### src/design/bcpt_pkg.sv
// ----------------------------------------------------------------------------
// bcpt_pkg
// Shared types, constants and the busy test for the busy-client priority table.
// ----------------------------------------------------------------------------
`timescale 1ns / 1ps

package bcpt_pkg;

  // Default table geometry.
  localparam int FD_COUNT_DEF = 1024;
  localparam int BUSY_BIT_DEF = 0;

  // Field widths fixed by the interface.
  localparam int IDX_W   = 10;
  localparam int FLAG_W  = 8;
  localparam int PRIO_W  = 7;
  localparam int COUNT_W = 32;

  // Operation codes.
  localparam logic [1:0] OP_ADD   = 2'd0;
  localparam logic [1:0] OP_DEL   = 2'd1;
  localparam logic [1:0] OP_CHECK = 2'd2;

  // Configuration register indexes.
  localparam logic [1:0] CFG_OVERLOAD = 2'd0;
  localparam logic [1:0] CFG_STRICT   = 2'd1;
  localparam logic [1:0] CFG_RELAXED  = 2'd2;

  // Priority aging constants.
  localparam logic [PRIO_W-1:0] PRIO_CAP  = 7'd90;
  localparam logic [PRIO_W-1:0] PRIO_RISE = 7'd2;
  localparam logic [PRIO_W-1:0] PRIO_DROP = 7'd30;

  // Threshold values after reset.
  localparam logic [PRIO_W-1:0] STRICT_RESET  = 7'd40;
  localparam logic [PRIO_W-1:0] RELAXED_RESET = 7'd60;

  typedef struct packed {
    logic [COUNT_W-1:0] last_count;
    logic [PRIO_W-1:0]  prio;
    logic [FLAG_W-1:0]  flags;
  } entry_t;

  typedef struct packed {
    logic              overload;
    logic [PRIO_W-1:0] strict_thr;
    logic [PRIO_W-1:0] relaxed_thr;
  } cfg_t;

  typedef struct packed {
    logic [1:0]         opcode;
    logic               in_range;
    logic [IDX_W-1:0]   fd_index;
    logic [FLAG_W-1:0]  mask;
    logic               client_present;
    logic               privileged;
    logic [COUNT_W-1:0] recv_count;
  } item_t;

  // A priority below the strict threshold is always busy; below the relaxed
  // threshold it is busy only while overload mode is off.
  function automatic logic is_busy(input logic [PRIO_W-1:0] prio, input cfg_t cfg);
    is_busy = (prio < cfg.strict_thr) || (!cfg.overload && (prio < cfg.relaxed_thr));
  endfunction

endpackage

### src/design/bcpt_update.sv
// ----------------------------------------------------------------------------
// bcpt_update
// Computes the new contents of one entry for add, delete and check.
// ----------------------------------------------------------------------------
`timescale 1ns / 1ps

module bcpt_update #(
  parameter int BUSY_BIT = 0
) (
  input  bcpt_pkg::item_t  item,
  input  bcpt_pkg::cfg_t   cfg,
  input  bcpt_pkg::entry_t old_entry,
  output bcpt_pkg::entry_t new_entry,
  output logic             aged
);
  import bcpt_pkg::*;

  localparam logic [FLAG_W-1:0] BUSY_MASK = FLAG_W'(1) << BUSY_BIT;

  always_comb begin
    logic [PRIO_W:0]   prio_rise;
    logic [PRIO_W-1:0] prio;
    logic              busy;

    new_entry = old_entry;
    aged      = 1'b0;
    prio_rise = {1'b0, old_entry.prio} + {1'b0, PRIO_RISE};
    prio      = old_entry.prio;
    busy      = 1'b0;

    case (item.opcode)
      OP_ADD: begin
        new_entry.flags = old_entry.flags | item.mask;
      end
      OP_DEL: begin
        new_entry.flags = old_entry.flags & ~item.mask;
      end
      OP_CHECK: begin
        if (item.client_present && !item.privileged) begin
          aged = 1'b1;
          if (item.recv_count == old_entry.last_count) begin
            // Quiet client: priority climbs toward the cap.
            if (prio_rise > {1'b0, PRIO_CAP}) begin
              prio = PRIO_CAP;
              busy = 1'b0;
            end else begin
              prio = prio_rise[PRIO_W-1:0];
              busy = is_busy(prio, cfg);
            end
          end else begin
            // Active client: record the count and drop the priority.
            new_entry.last_count = item.recv_count;
            if (old_entry.prio < PRIO_DROP) begin
              prio = '0;
              busy = 1'b1;
            end else begin
              prio = old_entry.prio - PRIO_DROP;
              busy = is_busy(prio, cfg);
            end
          end
          new_entry.prio  = prio;
          new_entry.flags = (old_entry.flags & ~BUSY_MASK) | (busy ? BUSY_MASK : '0);
        end
      end
      default: begin
        new_entry = old_entry;
      end
    endcase
  end

endmodule

### config.mk
export PLATFORM = sky130hd
export DESIGN_NAME = bcpt_update
export DESIGN_NICKNAME = d
export VERILOG_FILES = /design/src/design/bcpt_pkg.sv /design/src/design/bcpt_update.sv
export SDC_FILE = /design/constraint.sdc
export NUM_CORES = 1
export LEC_CHECK = 0
export ABC_AREA = 0
export BUFFER_PORTS_ARGS = -buffer_cell sky130_fd_sc_hd__buf_2
export CAP_MARGIN = 5
export CORE_UTILIZATION = 35
export DETAILED_ROUTE_END_ITERATION = 8
export PLACE_DENSITY = 0.85
export SLEW_MARGIN = 20
export SYNTH_ARGS = -nofsm -noshare
export SYNTH_HDL_FRONTEND = slang
export SYNTH_SLANG_ARGS = --single-unit
### constraint.sdc
create_clock -name vclk -period 5.7
set_clock_uncertainty 0.1 [all_clocks]
set_input_delay 0.285 -clock vclk [all_inputs]
set_output_delay 0.285 -clock vclk [all_outputs]
set_load 0.05 [all_outputs]
==> out/qor.txt <==
GRT overflow = 0
DRC viols = 0
Net Switching = 0.164 mW
status = finished clean
post-CTS sizing = 0
drt total wl = 5120 um
RSZ-0062 raised after global routing = false
Avg Inst Size Synth = 7.65 um^2
Critical Path Fanout Max = 6
largest net degree at the start of global routing = 33
Hold Crit Class = in -> out
vias in the first global route = 1915
GRT Overall Usage = 17.9%
Seq cells = 0
die area = 0.00516 mm^2
most frequent cells in the layout = buf_2 (154), xor2_1 (34), mux2_2 (28)
Pleak = 1.35 nW
DP HPWL = 4510 um
Antenna Nets Post-Route = 0
Worst Tran Pin Value = 395 ps
slack of the critical path = 2710 ps
initial antenna violation count = 0
multi-input logic area = 0.00158 mm^2
io pins = 165
Initial Util = 36.3%
die width = 71.8 um
Setup crit start kind = input port
Net Sw Frac = 64.2%
Unique masters post-synth = 49
ant diodes = 0
Seq pwr share = 0%
cells after synthesis = 223
Int Power = 0.0915 mW
nets = 506
CP arrival = 2600 ps
final setup fails = 0
GP Congestion = 0.810
Fin Setup TNS = 0 ps
die height = 71.8 um
pwr dens = 102 mW/mm^2
max_slew headroom = 73.7%
Rows = 25
fillcell total = 461
Iter 0 DRT Violations = 42
MaxCap Viol Count = 0
total core area = 0.00469 mm^2
endpoints failing hold = 0
sequential share of the synthesized area = 0%
CP required = 5320 ps
sequential cell area = 0 um^2
Setup WS pre-CTS = 2730 ps
Max VDD drop = 0.0531 mV
Mapped Nets = 357
Setup Fix Bufs, Post-CTS = 0
most common cell after layout, fill and taps aside = buf_2
layout cell share with drive strength beyond 1 = 51.4%
clock power share = 0%
Area Growth Syn to Fin = 47.0%
Slew Limit Fails = 0
via count = 2187
placed insts = 424
Pre-Repair DR Iteration Count = 5
post-route insts no fill = 424
critical path endpoint category = output port
hold slack = 878 ps
Crit Path Class = in -> out
Final Cycle Share = 52.4%
first-pass GRT wire length = 7790 um
Logic pwr share = 100.0%
DR vias/cell = 5.16
Wirelength per Cell = 12.1 um
# clk buffers = 0
CTS Hold Bufs = 0
crit path time final = 2990 ps
mapped cell area = 0.00171 mm^2
Fmax = 0.335 GHz
warnings from Yosys = 0
Port-buffer cells = 154
power by group through the flow:
stage,Sequential (mW),Combinational [mW],Clock (mW)
finish,0,0.256,0
global route,0,0.277,0
CTS,0,0.257,0
detailed placement,0,0.256,0
global placement,0,0.250,0
floorplan,0,0.176,0
Yosys cell counts (2+ instances only):
master	count	area [um^2]
nand2_1	12	45.0
a211o_1	2	17.5
nand2b_1	3	18.8
inv_1	21	78.8
ha_1	17	213
or4_1	2	15.0
nor3_1	4	20.0
mux2_2	28	315
a21o_1	3	22.5
a21oi_1	6	30.0
buf_2	2	10.0
clkbuf_1	3	11.3
buf_4	3	22.5
mux2_1	4	45.0
xor2_1	34	298
xnor2_1	4	35.0
a31oi_1	5	31.3
mux2i_1	2	20.0
nand4_1	2	12.5
o21ai_0	15	75.1
nor2_1	5	18.8
o31ai_1	8	60.1
nor4_1	5	31.3
nand3_1	5	25.0
nor4_2	4	50.1
metal layers:
metal	track usage, %	up-vias	wire length [um]	share of wire [%]
met5	0	-	0	0
met4	0.218	0	0	0
met3	0.985	0	290	5.7
met2	37.8	84	2800	55
met1	20.2	982	2030	40
li1	-	1121	-	-
path summary, 6_finish.rpt:
path | from | end | cells past startpoint
setup / recovery | old_entry[10] | new_entry[0] | 11
hold / removal | item[38] | new_entry[4] | 4
critical path: stages:
cell and delay, ps:
buf_2 130, ha_1 270, nand3_1 200, xnor2_1 290, inv_1 110, ha_1 190, a211o_1 280, a31oi_1 160
nor4_1 70, a311oi_1 290, buf_2 320
cell families after synthesis:
| logic type | count (synthesis) | share of synthesized area [%] |
|---|---|---|
| compound gates | 53 | 20.3 |
| mux | 34 | 22.3 |
| buf+inv | 30 | 7.41 |
| fa+ha+maj | 17 | 12.5 |
| xor+xnor | 38 | 19.5 |
| simple gates | 51 | 18.0 |
per-stage QoR:
step	total power [mW]	area [um^2]	utilization, %
global route	0.277	2510	53.4
global placement	0.250	2510	53.4
finish	0.256	2510	53.4
floorplan	0.176	1710	-
CTS	0.257	2510	53.4
detailed placement	0.256	2510	53.4
cell type report:
class | count | area share (%)
Multi-Input combinational cell | 193 | 63.0
Timing Repair Buffer | 155 | 31.0
Inverter | 22 | 3.29
Tap cell | 54 | 2.69
(Power assumes the default switching activity.)
